`config.mk`:
```
export PLATFORM = sky130hd
export DESIGN_NAME = alme_regs
export DESIGN_NICKNAME = d
export VERILOG_FILES = /design/src/design/alme_pkg.sv /design/src/design/alme_regs.sv
export SDC_FILE = /design/constraint.sdc
export NUM_CORES = 1
export LEC_CHECK = 0
export ABC_AREA = 1
export BUFFER_PORTS_ARGS = -buffer_cell sky130_fd_sc_hd__buf_2
export CAP_MARGIN = 20
export CORE_ASPECT_RATIO = 1.4
export CORE_MARGIN = 2
export CORE_UTILIZATION = 45
export DETAILED_ROUTE_END_ITERATION = 8
export PLACE_DENSITY = 0.72
export SYNTH_ARGS = -nofsm -noshare
export SYNTH_HDL_FRONTEND = slang
export SYNTH_SLANG_ARGS = --single-unit
```
`constraint.sdc`:
```
create_clock -name clk -period 1.2 [get_ports clk]
set_clock_uncertainty 0.15 [all_clocks]
set_input_delay 0.06 -clock clk [delete_from_list [all_inputs] [get_ports clk]]
set_output_delay 0.06 -clock clk [all_outputs]
set_load 0.005 [all_outputs]
```
`src/design/alme_pkg.sv`:
```
// ----------------------------------------------------------------------------
// alme_pkg
// shared types and constants of the airtime link metric estimator
// ----------------------------------------------------------------------------
package alme_pkg;

  localparam int unsigned REG_COUNT = 6;

  typedef enum logic [2:0] {
    REG_RATE_OVERRIDE = 3'd0,
    REG_AIRTIME_OVERHEAD = 3'd1,
    REG_TEST_FRAME_BITS = 3'd2,
    REG_AIRTIME_MAX = 3'd3,
    REG_EWMA_WEIGHT = 3'd4,
    REG_MAX_AGE = 3'd5
  } reg_index_t;

  localparam logic [1:0] STATUS_GIVEN = 2'd0;
  localparam logic [1:0] STATUS_UNKNOWN = 2'd1;
  localparam logic [1:0] STATUS_GONE = 2'd2;
  localparam logic [1:0] STATUS_SKIP = 2'd3;

  localparam logic OP_PROBE = 1'b0;
  localparam logic OP_TICK = 1'b1;

  localparam logic [19:0] ONE_MBPS = 20'd1000000;
  localparam logic [16:0] OVR_UNIT = 17'd100000;
  localparam logic [9:0] LOSS_FULL = 10'd1000;
  localparam logic [6:0] GAP_LIMIT = 7'd100;

  // divider handshake
  typedef struct packed {
    logic        start;
    logic [63:0] dividend;
    logic [63:0] divisor;
  } div_req_t;

  typedef struct packed {
    logic        done;
    logic [63:0] quotient;
  } div_rsp_t;

endpackage

```
`src/design/alme_regs.sv`:
```
// ----------------------------------------------------------------------------
// alme_regs
// apb configuration register file
// ----------------------------------------------------------------------------
module alme_regs (
  input  logic        clk,
  input  logic        rst,
  input  logic        psel,
  input  logic        penable,
  input  logic        pwrite,
  input  logic [4:0]  paddr,
  input  logic [31:0] pwdata,
  output logic [31:0] prdata,
  output logic        pready,
  output logic [15:0] rate_override,
  output logic [15:0] airtime_overhead,
  output logic [15:0] test_frame_bits,
  output logic [31:0] airtime_max,
  output logic [8:0]  ewma_weight,
  output logic [15:0] max_age
);
  import alme_pkg::*;

  logic [2:0] idx;
  logic       wr;

  assign pready = 1'b1;
  assign idx = paddr[4:2];
  assign wr = psel && penable && pwrite;

  always_ff @(posedge clk) begin
    if (rst) begin
      rate_override <= 16'd0;
      airtime_overhead <= 16'd75;
      test_frame_bits <= 16'd8192;
      airtime_max <= 32'hFFFF_FFFF;
      ewma_weight <= 9'd8;
      max_age <= 16'd64;
    end else if (wr) begin
      unique case (idx)
        REG_RATE_OVERRIDE: rate_override <= pwdata[15:0];
        REG_AIRTIME_OVERHEAD: airtime_overhead <= pwdata[15:0];
        REG_TEST_FRAME_BITS: test_frame_bits <= pwdata[15:0];
        REG_AIRTIME_MAX: airtime_max <= pwdata;
        REG_EWMA_WEIGHT: ewma_weight <= pwdata[8:0];
        REG_MAX_AGE: max_age <= pwdata[15:0];
        default: ;
      endcase
    end
  end

  always_comb begin
    prdata = '0;
    unique case (idx)
      REG_RATE_OVERRIDE: prdata = {16'd0, rate_override};
      REG_AIRTIME_OVERHEAD: prdata = {16'd0, airtime_overhead};
      REG_TEST_FRAME_BITS: prdata = {16'd0, test_frame_bits};
      REG_AIRTIME_MAX: prdata = airtime_max;
      REG_EWMA_WEIGHT: prdata = {23'd0, ewma_weight};
      REG_MAX_AGE: prdata = {16'd0, max_age};
      default: prdata = '0;
    endcase
  end
endmodule

```
==> qor.yml <==
numPortBuffers: 176
hold_class: "in -> reg"
die_h_um: 130.0
grt_use_total_pct: 29.28
start_util_pct: 45.47
hpwl_um: 12360
period_needed_ps: 1342
fmax_mhz: 745.4
syn_inst: 798
rows: 46
syn_nets: 840
crit_top_cell: "nand2_1"
cts_buffers: 9
cap_violations: 0
grt_first_pass_wirelength_um: 28100
routedWlPerCell_um: 15.15
root_buffer: "clkbuf_16"
status: "complete, but fails checks"
r2r_slack_ps: 240
grt_max_degree: 37
seq_area_frac_synth_pct: 41.19
failed_checks: "negative setup slack"
viasPerCell: 5.118
ys_ff_latch: 105
async_reset_ff_share_pct: 0
die-width_um: 94.01
die_area_um2: 12220
powerDensity_nw_per_um2: 978.1
gp_congestion: 0.9282
grt-ovfl-total: 0
p_leak_uw: 0.004084
yosys_warnings: 0
crit_type: "reg -> out"
cpPeakStageDelay_ps: 340
worstPathArrival_ps: 1130
syn_to_final_growth_pct: 51.19
insertion_delay_ps: 350
crit_path_top_delay_cell: "dfxtp_2"
synth_area_um2: 5104
fill_cells: 960
boundaryPins: 180
critPathLaunchType: "register"
core_um2: 11220
yosys_most_used_dff: "dfxtp_1"
synth_area_leader_cell: "dfxtp_1"
place_area_um2: 6580
rr_startpoint: "max_age[10]$_SDFFE_PP0P_"
grt_pass1_vias: 5742
ant_nets: 0
clockBufferDepth: 2
max-slew-margin-rel_pct: 60.69
antenna-diode-count: 0
power.total_uw: 7547
cp.buffers_inverters: 1
worst_slew_pin_slew_ps: 588.8
cp.depth: 5
synth_cell_types: 22
cp_cell_sequence: "nand4_1 > nand2_1 > nor2_2 > nand2_1 > buf_2"
rr_worst_depth: 4
peakVddDrop_mv: 0.8997
layout-drive-gt1-share_pct: 39.83
fin_ws_ps: -141.6
netlist.area_leader.share_pct: 41.19
hold_violations: 0
wl_um: 18500
hold_ws_ps: 16.62
grt_antenna_before_repair: 0
ys_top_cells_by_area: "dfxtp_1 (41%), nand2_1 (16%), nor2_1 (14%), nand3_1 (11%), inv_1 (4.5%)"
cp.required_ps: 990
fin_nets: 1114
stdcell_area_um2: 7716
r2r-end: "max_age[10]$_SDFFE_PP0P_"
drtIter0Drc: 390
cts_htree_levels: 3
slew_viol_final: 0
cts.sinks: 105
tns_ps: -1818
first_pass_iters: 7
crit_end: "prdata[6]"
finalCritPeriodShare_pct: 111.8
drc: 0
vias: 6249
avgSynthCellArea_um2: 6.396
rsz0062_at_grt: "true"
critPathTopFamily: "flip-flops"
cts_tree: "yes"
clk_pin_slew_worst_paths_ps: 70
cp_max_fo: 2
finalSetupViolations: 19
worstSetupEndpointType: "primary output"
worstSetupStartpoint: "airtime_max[6]$_SDFFE_PP1P_"
synth-edff-count: 0
-- state kept, by name (all words and copies together), names as in the netlist --
register,count
rate_override,16
test_frame_bits,16
ewma_weight,9
airtime_overhead,16
airtime_max,32
max_age,16
-- synth_stat cells, types with 6 or more instances --
cell and instances:
nor2_1 196, nand2_1 212, clkbuf_1 19, buf_2 15, a21oi_1 6, dfxtp_1 105, buf_4 10, inv_1 61
nand3_1 108, nand4_1 33
-- final cells by class --
| class | count | area [um2] | share of cell area (%) |
|---|---|---|---|
| clock buffer | 11 | 252.7 | 3.275 |
| clock inverter | 5 | 38.79 | 0.5027 |
| inverter | 67 | 260.3 | 3.373 |
| multi-input combinational | 576 | 2586 | 33.52 |
| sequential | 105 | 2201 | 28.52 |
| tap | 144 | 180.2 | 2.335 |
| timing repair buffer | 313 | 2197 | 28.47 |
-- timing repair --
action / in CTS / in global routing
hold buffers: 32 / 0
pin swaps: 36 / 38
hold endpoints to repair: 88 / 0
setup buffers: 31 / 10
endpoints found under the setup margin: 16 / 31
resized for setup: 60 / 57
-- through the flow --
stage | setup WS (ps) | utilization (%) | cells
floorplan | 0.1229 | - | 798
global placement | -87.27 | 58.63 | 1132
detailed placement | -122.8 | 58.63 | 1132
CTS | -149.6 | 67.05 | 1211
global route | -226.5 | 68.75 | 1221
finish | -141.6 | 68.75 | 1221
-- logic make-up (layout without fill, tap and decap cells) --
logic type,Yosys count,after routing,synth area share [%]
and+or+nand+nor,566,566,47.95
buffers and inverters,117,396,9.904
DFF,105,105,41.19
AOI/OAI and AO/OA,9,9,0.8825
other,1,1,0.07348
-- power by group --
part / switching (uW) / total [uW] / leakage (uW) / internal [uW]
clock network: 1400 / 2930 / 0.000142 / 1540
registers: 34.8 / 3570 / 0.000856 / 3530
logic: 576 / 1050 / 0.00309 / 469
total: 2010 / 7550 / 0.00408 / 5540
-- layout by cell type (no fill, tap or decap) --
cell	instances
buf_4	87
nand3_2	10
clkbuf_8	2
nor2_4	6
dfxtp_1	26
nand2_2	4
inv_4	1
nand2_1	211
dfxtp_2	79
buf_2	172
clkinvlp_4	1
inv_6	2
buf_12	14
nand3_1	99
clkbuf_4	2
conb_1	1
clkbuf_16	9
clkinv_4	2
a21oi_1	6
dlygate4sd3_1	32
inv_2	8
nand4_1	33
nor2_1	181
buf_6	6
clkinv_2	2
nor2_2	19
o21ai_0	3
nand3_4	3
inv_1	56
-- worst register-to-register path, stage by stage (launching register included) --
cell and delay [ps]:
dfxtp_2 330, buf_6 110, buf_6 110, nor2_1 100, nor2_1 60
-- worst min-delay path by stage --
| stage | start | end | slack [ps] | cells after the start |
|---|---|---|---|---|
| 2_1_floorplan | pwdata[0] | airtime_overhead[0]$_SDFFE_PP1P_ | 40 | 2 |
| 3_3_place_gp | pwdata[16] | airtime_max[16]$_SDFFE_PP1P_ | 120 | 3 |
| 3_5_place_dp | pwdata[30] | airtime_max[30]$_SDFFE_PP1P_ | 120 | 3 |
| 4_1_cts | penable | test_frame_bits[13]$_SDFFE_PP1P_ | 6 | 4 |
| 5_1_grt | rst | airtime_max[6]$_SDFFE_PP1P_ | 50 | 3 |
| 6_report | penable | test_frame_bits[13]$_SDFFE_PP1P_ | 20 | 4 |
-- layer usage --
layer  track usage [%]  vias up  part of all wire (%)
li1                  -     3041                     -
met1             34.01     2840                    38
met2             51.60      306                    51
met3             4.792       62                   6.9
met4             15.00        0                   4.2
met5                 0        -                     0
(Power assumes the default switching activity.)
