<file path="config.mk">
export PLATFORM = sky130hd
export DESIGN_NAME = alme_div
export DESIGN_NICKNAME = d
export VERILOG_FILES = /design/src/design/alme_pkg.sv /design/src/design/alme_div.sv
export SDC_FILE = /design/constraint.sdc
export NUM_CORES = 1
export LEC_CHECK = 0
export BUFFER_PORTS_ARGS = -buffer_cell sky130_fd_sc_hd__buf_2
export CAP_MARGIN = 20
export CELL_PAD_IN_SITES_DETAIL_PLACEMENT = 0
export CELL_PAD_IN_SITES_GLOBAL_PLACEMENT = 1
export CORE_MARGIN = 3
export CORE_UTILIZATION = 42
export CTS_BUF_LIST = sky130_fd_sc_hd__clkbuf_4
export CTS_CLUSTER_SIZE = 40
export DETAILED_ROUTE_END_ITERATION = 6
export PLACE_DENSITY_LB_ADDON = 0.1
export SETUP_SLACK_MARGIN = 0.4
export SYNTH_ARGS = -nofsm -noshare
export SYNTH_HDL_FRONTEND = slang
export SYNTH_SLANG_ARGS = --single-unit
</file>
<file path="constraint.sdc">
create_clock -name clk -period 7.1 [get_ports clk]
set_input_delay 0 -clock clk [delete_from_list [all_inputs] [get_ports clk]]
set_output_delay 0 -clock clk [all_outputs]
set_load 0.005 [all_outputs]
</file>
<file path="src/design/alme_pkg.sv">
// ----------------------------------------------------------------------------
// alme_pkg
// shared types and constants of the airtime link metric estimator
// ----------------------------------------------------------------------------
package alme_pkg;

  localparam int unsigned REG_COUNT = 6;

  typedef enum logic [2:0] {
    REG_RATE_OVERRIDE = 3'd0,
    REG_AIRTIME_OVERHEAD = 3'd1,
    REG_TEST_FRAME_BITS = 3'd2,
    REG_AIRTIME_MAX = 3'd3,
    REG_EWMA_WEIGHT = 3'd4,
    REG_MAX_AGE = 3'd5
  } reg_index_t;

  localparam logic [1:0] STATUS_GIVEN = 2'd0;
  localparam logic [1:0] STATUS_UNKNOWN = 2'd1;
  localparam logic [1:0] STATUS_GONE = 2'd2;
  localparam logic [1:0] STATUS_SKIP = 2'd3;

  localparam logic OP_PROBE = 1'b0;
  localparam logic OP_TICK = 1'b1;

  localparam logic [19:0] ONE_MBPS = 20'd1000000;
  localparam logic [16:0] OVR_UNIT = 17'd100000;
  localparam logic [9:0] LOSS_FULL = 10'd1000;
  localparam logic [6:0] GAP_LIMIT = 7'd100;

  // divider handshake
  typedef struct packed {
    logic        start;
    logic [63:0] dividend;
    logic [63:0] divisor;
  } div_req_t;

  typedef struct packed {
    logic        done;
    logic [63:0] quotient;
  } div_rsp_t;

endpackage

</file>
<file path="src/design/alme_div.sv">
// ----------------------------------------------------------------------------
// alme_div
// shared restoring divider, one quotient bit per cycle
// ----------------------------------------------------------------------------
module alme_div (
  input  logic               clk,
  input  logic               rst,
  input  alme_pkg::div_req_t req,
  output alme_pkg::div_rsp_t rsp
);
  import alme_pkg::*;

  logic [63:0] quo;
  logic [63:0] rem;
  logic [63:0] dvs;
  logic [6:0]  count;
  logic        running;
  logic        done_r;
  logic [64:0] trial;

  assign trial = {rem, quo[63]} - {1'b0, dvs};

  always_ff @(posedge clk) begin
    if (rst) begin
      running <= 1'b0;
      done_r <= 1'b0;
      count <= '0;
    end else begin
      done_r <= running && !req.start && (count == 7'd1);
      if (req.start) begin
        running <= 1'b1;
        quo <= req.dividend;
        rem <= '0;
        dvs <= req.divisor;
        count <= 7'd64;
      end else if (running) begin
        if (!trial[64]) begin
          rem <= trial[63:0];
          quo <= {quo[62:0], 1'b1};
        end else begin
          rem <= {rem[62:0], quo[63]};
          quo <= {quo[62:0], 1'b0};
        end
        count <= count - 7'd1;
        if (count == 7'd1) begin
          running <= 1'b0;
        end
      end
    end
  end

  // rem top bit is never set since divisor fits the remainder path
  assign rsp = '{done: done_r, quotient: quo};
endmodule

</file>
==> Implementation_results.wiki <==
{| class="wikitable"
! Metric !! Value
|-
| RSZ-0062 raised after global routing || false
|-
| # rows || 61
|-
| Global-route wire length before repair || 58.0 mm
|-
| Worst max-slew margin expressed relative to the limit || 34.1%
|-
| Post-DP HPWL || 23.1 mm
|-
| Launch instance of the worst register-to-register path || rem[35]$_SDFFCE_PP0P_
|-
| Total die area || 31200 um2
|-
| Initial antenna violation count || 2
|-
| Post-cts resize count || 0
|-
| Routed len/inst || 17.9 um
|-
| Net Count, Synth || 1381
|-
| Number of buffer cells added on primary ports || 195
|-
| Layout overhead on the synthesized area || 31.9%
|-
| Required time of the worst setup path || 7.61 ns
|-
| Latest clock arrival within the worst-skew pair || 0.71 ns
|-
| Adder and majority cell fraction of the synthesized area || 6.92%
|-
| Number of buffers created by CTS || 56
|-
| Number of nets in the final layout || 1764
|-
| Maximum level of the CTS H-tree || 2
|-
| Sink Count || 201
|-
| Worst-case reg-to-reg path depth || 12
|-
| Most instantiated flip-flop cell in the synthesis netlist || sky130_fd_sc_hd__edfxtp_1
|-
| Final standard cell count with taps included and fillers excluded || 1982
|-
| Layout cells sized above 1 || 23.1%
|-
| Post-synthesis instance total || 1183
|-
| Number of post-CTS setup repair buffers || 0
|-
| Number of global-route vias before repair || 11400
|-
| DR vias/cell || 5.34
|-
| Warnings, synthesis || 0
|-
| Destination of the worst register-to-register timing path || rem[22]$_SDFFCE_PP0P_
|-
| Period minus WS final || 4.52 ns
|-
| Area share of and/or/nand/nor cells after synthesis || 11.1%
|-
| Dominant combinational cell family by area after synthesis || compound AO/OA/AOI/OAI gates
|-
| Max_cap viols || 0
|-
| Width of the chip || 177 um
|-
| Cell chain of the critical path || ha_1 > nand4_2 > or3_1 > nor4_1 > nand2_1 > a211oi_1 > o211ai_2 > nand3_2 > a21o_1 > buf_4 > a21oi_1 > a211oi_1
|-
| Worst setup path end || rem[22]$_SDFFCE_PP0P_
|-
| Top Family by Delay on Critical Path || compound AO/OA/AOI/OAI gates
|-
| Number of placed instances with taps included || 1692
|-
| Number of flip-flops and latches in the synthesized netlist || 201
|-
| Power consumption || 3.65 mW
|-
| Max-slew violation count || 0
|-
| GRT Residual Overflow || 0
|-
| Number of setup violations in the final report || 0
|-
| Starting density of the core || 43.3%
|-
| Xor/xnor cell area share of the yosys netlist || 4.09%
|-
| Count of routing violations after the opening detailed-route iteration || 679
|-
| Highest achievable clock rate || 0.221 GHz
|-
| Total number of cells along the worst setup path || 12
|-
| Stage delay of the slowest cell on the critical path || 0.70 ns
|-
| Category of the most critical setup path || reg -> reg
|-
| Worst path buffer plus inverter count || 1
|-
| Post-synthesis cell area || 12200 um2
|-
| Remaining routing DRC violations || 0
|-
| Worst Clk Skew || 0.0397 ns
|-
| Share of synthesized area occupied by flip-flops and latches || 48.7%
|-
| Core ar. || 28200 um2
|-
| Register-to-Register Setup Slack || 2.58 ns
|-
| Clock transition at path regs || 0.06 ns
|-
| Share of flip-flops with an asynchronous set or reset after synthesis || 0%
|-
| Post-route fraction of the period consumed by the critical path || 63.7%
|-
| Fraction of post-synthesis cell area in the top cell type by area || 47.2%
|-
| Final RePlAce weighted congestion || 0.859
|-
| Detail Route Antenna Nets || 0
|-
| Largest net degree at the start of global routing || 68
|-
| Aggregate routed wire length || 35.5 mm
|-
| I/O pins || 196
|-
| Highest-delay cell along the critical path || sky130_fd_sc_hd__a21o_1
|-
| Multiplexer fraction of the synthesized cell area || 5.89%
|-
| Cell chosen for the clock root || sky130_fd_sc_hd__clkbuf_4
|-
| Lkg Pwr || 6.66 nW
|-
| Most repeated library cell on the critical path || sky130_fd_sc_hd__a211oi_1
|-
| Util after Layout || 57.0%
|-
| Element type at the critical path start || register
|-
| Drt pass-1 iters || 5
|-
| Post-synthesis cell type count || 68
|-
| PwrDens || 227 nW/um2
|-
| Kind of end point of the critical path || register
|-
| Final-layout setup total negative slack || 0 ns
|-
| Worst min-delay path class || in -> reg
|-
| Cell type with the largest total area after synthesis || sky130_fd_sc_hd__edfxtp_1
|-
| Data arrival, critical path || 5.04 ns
|-
| Synth Area in Compound Gates || 18.2%
|-
| Final hold vios || 0
|-
| Post-synth EDFFs || 192
|-
| Filler cell count in the final layout || 2554
|-
| Highest fanout seen on the critical path || 32
|-
| Worst vdd ir || 0.000134 V
|-
| Mapped Avg Cell Area || 10.3 um2
|-
| Actual slew at the worst max-slew pin || 0.988 ns
|-
| CTS tree || done
|-
| Crit path launch || rem[35]$_SDFFCE_PP0P_
|-
| Gr usage total || 23.0%
|-
| Vias || 10600
|-
| Number of hold-repair buffers added at the cts stage || 194
|-
| Run status || finished clean
|-
| Floorplan die height || 177 um
|-
| Worst-case clock buffer depth || 3
|-
| Top area cells in the synthesized netlist || sky130_fd_sc_hd__edfxtp_1 (47%), sky130_fd_sc_hd__ha_1 (6.8%), sky130_fd_sc_hd__a21oi_1 (5.9%), sky130_fd_sc_hd__mux2_2 (5.8%), sky130_fd_sc_hd__o21ai_0 (3.9%)
|}
==> registers in the layout, summed over array words and instances (netlist names) <==
signal / cells
count: 7
running: 1
done_r: 1
quo: 64
dvs: 64
rem: 64
==> final cells by class <==
type                       count  area [um2]  area share, %
antenna                        1        2.50         0.0155
timing repair buffer         400        3000           18.6
inverter                      85         319           1.98
multi-input combinational    822        5660           35.2
clock inverter                13        87.6          0.544
clock buffer                  82         616           3.82
sequential                   201        5950           36.9
tap                          378         473           2.94
==> cells in the final DEF (no fill, tap or decap), types with 9 or more instances in the layout <==
cell type	synthesis	layout
sky130_fd_sc_hd__dlygate4sd3_1	0	194
sky130_fd_sc_hd__a21o_1	32	32
sky130_fd_sc_hd__a21oi_1	143	143
sky130_fd_sc_hd__nand3_1	57	56
sky130_fd_sc_hd__and3_1	10	10
sky130_fd_sc_hd__buf_2	10	194
sky130_fd_sc_hd__xor2_1	21	21
sky130_fd_sc_hd__a31oi_1	10	10
sky130_fd_sc_hd__a211oi_1	13	13
sky130_fd_sc_hd__clkbuf_4	0	82
sky130_fd_sc_hd__xnor2_1	36	36
sky130_fd_sc_hd__o21bai_1	16	16
sky130_fd_sc_hd__nand4_1	24	24
sky130_fd_sc_hd__dfxtp_1	9	9
sky130_fd_sc_hd__nor2_1	41	40
sky130_fd_sc_hd__or3_1	12	12
sky130_fd_sc_hd__edfxtp_1	192	192
sky130_fd_sc_hd__mux2_2	63	63
sky130_fd_sc_hd__ha_1	66	66
sky130_fd_sc_hd__nor3_1	14	14
sky130_fd_sc_hd__o21ai_0	96	96
sky130_fd_sc_hd__buf_4	2	12
sky130_fd_sc_hd__inv_1	85	85
sky130_fd_sc_hd__nand2_1	64	64
==> worst min path at each step <==
stage / slack [ns] / endpoint / cells past startpoint / start
6_report: 0.11 / count[6]$_SDFFE_PP0N_ / 3 / rst
5_1_grt: 0.04 / quo[17]$_DFFE_PP_ / 3 / req[81]
4_1_cts: 0.0004 / quo[0]$_DFFE_PP_ / 4 / req[64]
3_5_place_dp: 0.18 / dvs[45]$_DFFE_PP_ / 1 / req[45]
3_3_place_gp: 0.18 / dvs[49]$_DFFE_PP_ / 1 / req[49]
2_1_floorplan: 0.07 / count[6]$_SDFFE_PP0N_ / 1 / rst
==> where the power goes <==
group | internal (mW) | leakage (nW) | switching, mW
combinational | 0.470 | 4.32 | 0.623
clock | 0.563 | 0.421 | 0.519
sequential | 1.43 | 1.91 | 0.0487
==> synthesized netlist by cell type (3+ instances only) <==
library cell,count
sky130_fd_sc_hd__ha_1,66
sky130_fd_sc_hd__and4_1,4
sky130_fd_sc_hd__clkbuf_1,60
sky130_fd_sc_hd__inv_1,85
sky130_fd_sc_hd__buf_2,10
sky130_fd_sc_hd__nand4_1,24
sky130_fd_sc_hd__a31oi_1,10
sky130_fd_sc_hd__or3_1,12
sky130_fd_sc_hd__o21a_1,8
sky130_fd_sc_hd__nor3_1,14
sky130_fd_sc_hd__o211ai_1,7
sky130_fd_sc_hd__or4b_1,3
sky130_fd_sc_hd__o31ai_1,6
sky130_fd_sc_hd__mux2_2,63
sky130_fd_sc_hd__xor2_1,21
sky130_fd_sc_hd__a21oi_1,143
sky130_fd_sc_hd__nor2_1,41
sky130_fd_sc_hd__o21ai_0,96
sky130_fd_sc_hd__a211o_1,3
sky130_fd_sc_hd__xnor2_1,36
sky130_fd_sc_hd__nor2b_1,9
sky130_fd_sc_hd__and3_1,10
sky130_fd_sc_hd__dfxtp_1,9
sky130_fd_sc_hd__edfxtp_1,192
sky130_fd_sc_hd__a21o_1,32
sky130_fd_sc_hd__o21bai_1,16
sky130_fd_sc_hd__nor4_1,6
sky130_fd_sc_hd__a221oi_1,3
sky130_fd_sc_hd__a211oi_1,13
sky130_fd_sc_hd__a221o_1,5
sky130_fd_sc_hd__nand3_1,57
sky130_fd_sc_hd__nand2b_1,6
sky130_fd_sc_hd__and2_1,4
sky130_fd_sc_hd__nand2_1,64
==> routing by layer <==
metal  routed length (um)  vias to the layer above  global-route usage (%)
met5                   13                        -                       0
met4                  795                        2                    7.10
met3                 2330                       60                    6.11
met2                17100                      339                    39.1
met1                15300                     4976                    28.7
li1                     -                     5211                       -
==> through the flow <==
stage | hold WS, ns | area (um2) | setup slack, ns
final | 0.110 | 16100 | 2.58
after global routing | 0.0450 | 16100 | 2.26
after CTS | 0.000447 | 16100 | 2.62
after detailed placement | 0.178 | 13500 | 2.60
after global placement | 0.176 | 13500 | 2.73
after floorplan | 0.0724 | 12200 | 2.38
==> worst reg2reg max path, delay by kind of cell, from the launching register on <==
| kind | cells | cell delay (ns) |
|---|---|---|
| simple gates | 5 | 1.27 |
| flops | 1 | 0.41 |
| compound gates | 5 | 1.67 |
| fa+ha+maj | 1 | 0.49 |
| buf+inv | 1 | 0.53 |
==> logic make-up (layout without fill, tap and decap cells) <==
logic type,Yosys count,count (layout)
and+or+nand+nor,265,265
buffers and inverters,160,580
adders and majority gates,67,67
AOI/OAI and AO/OA,369,369
xor gates and xnor gates,57,57
DFF,201,201
muxes,64,64
other,0,1
Power figures use the tool's default switching activity.
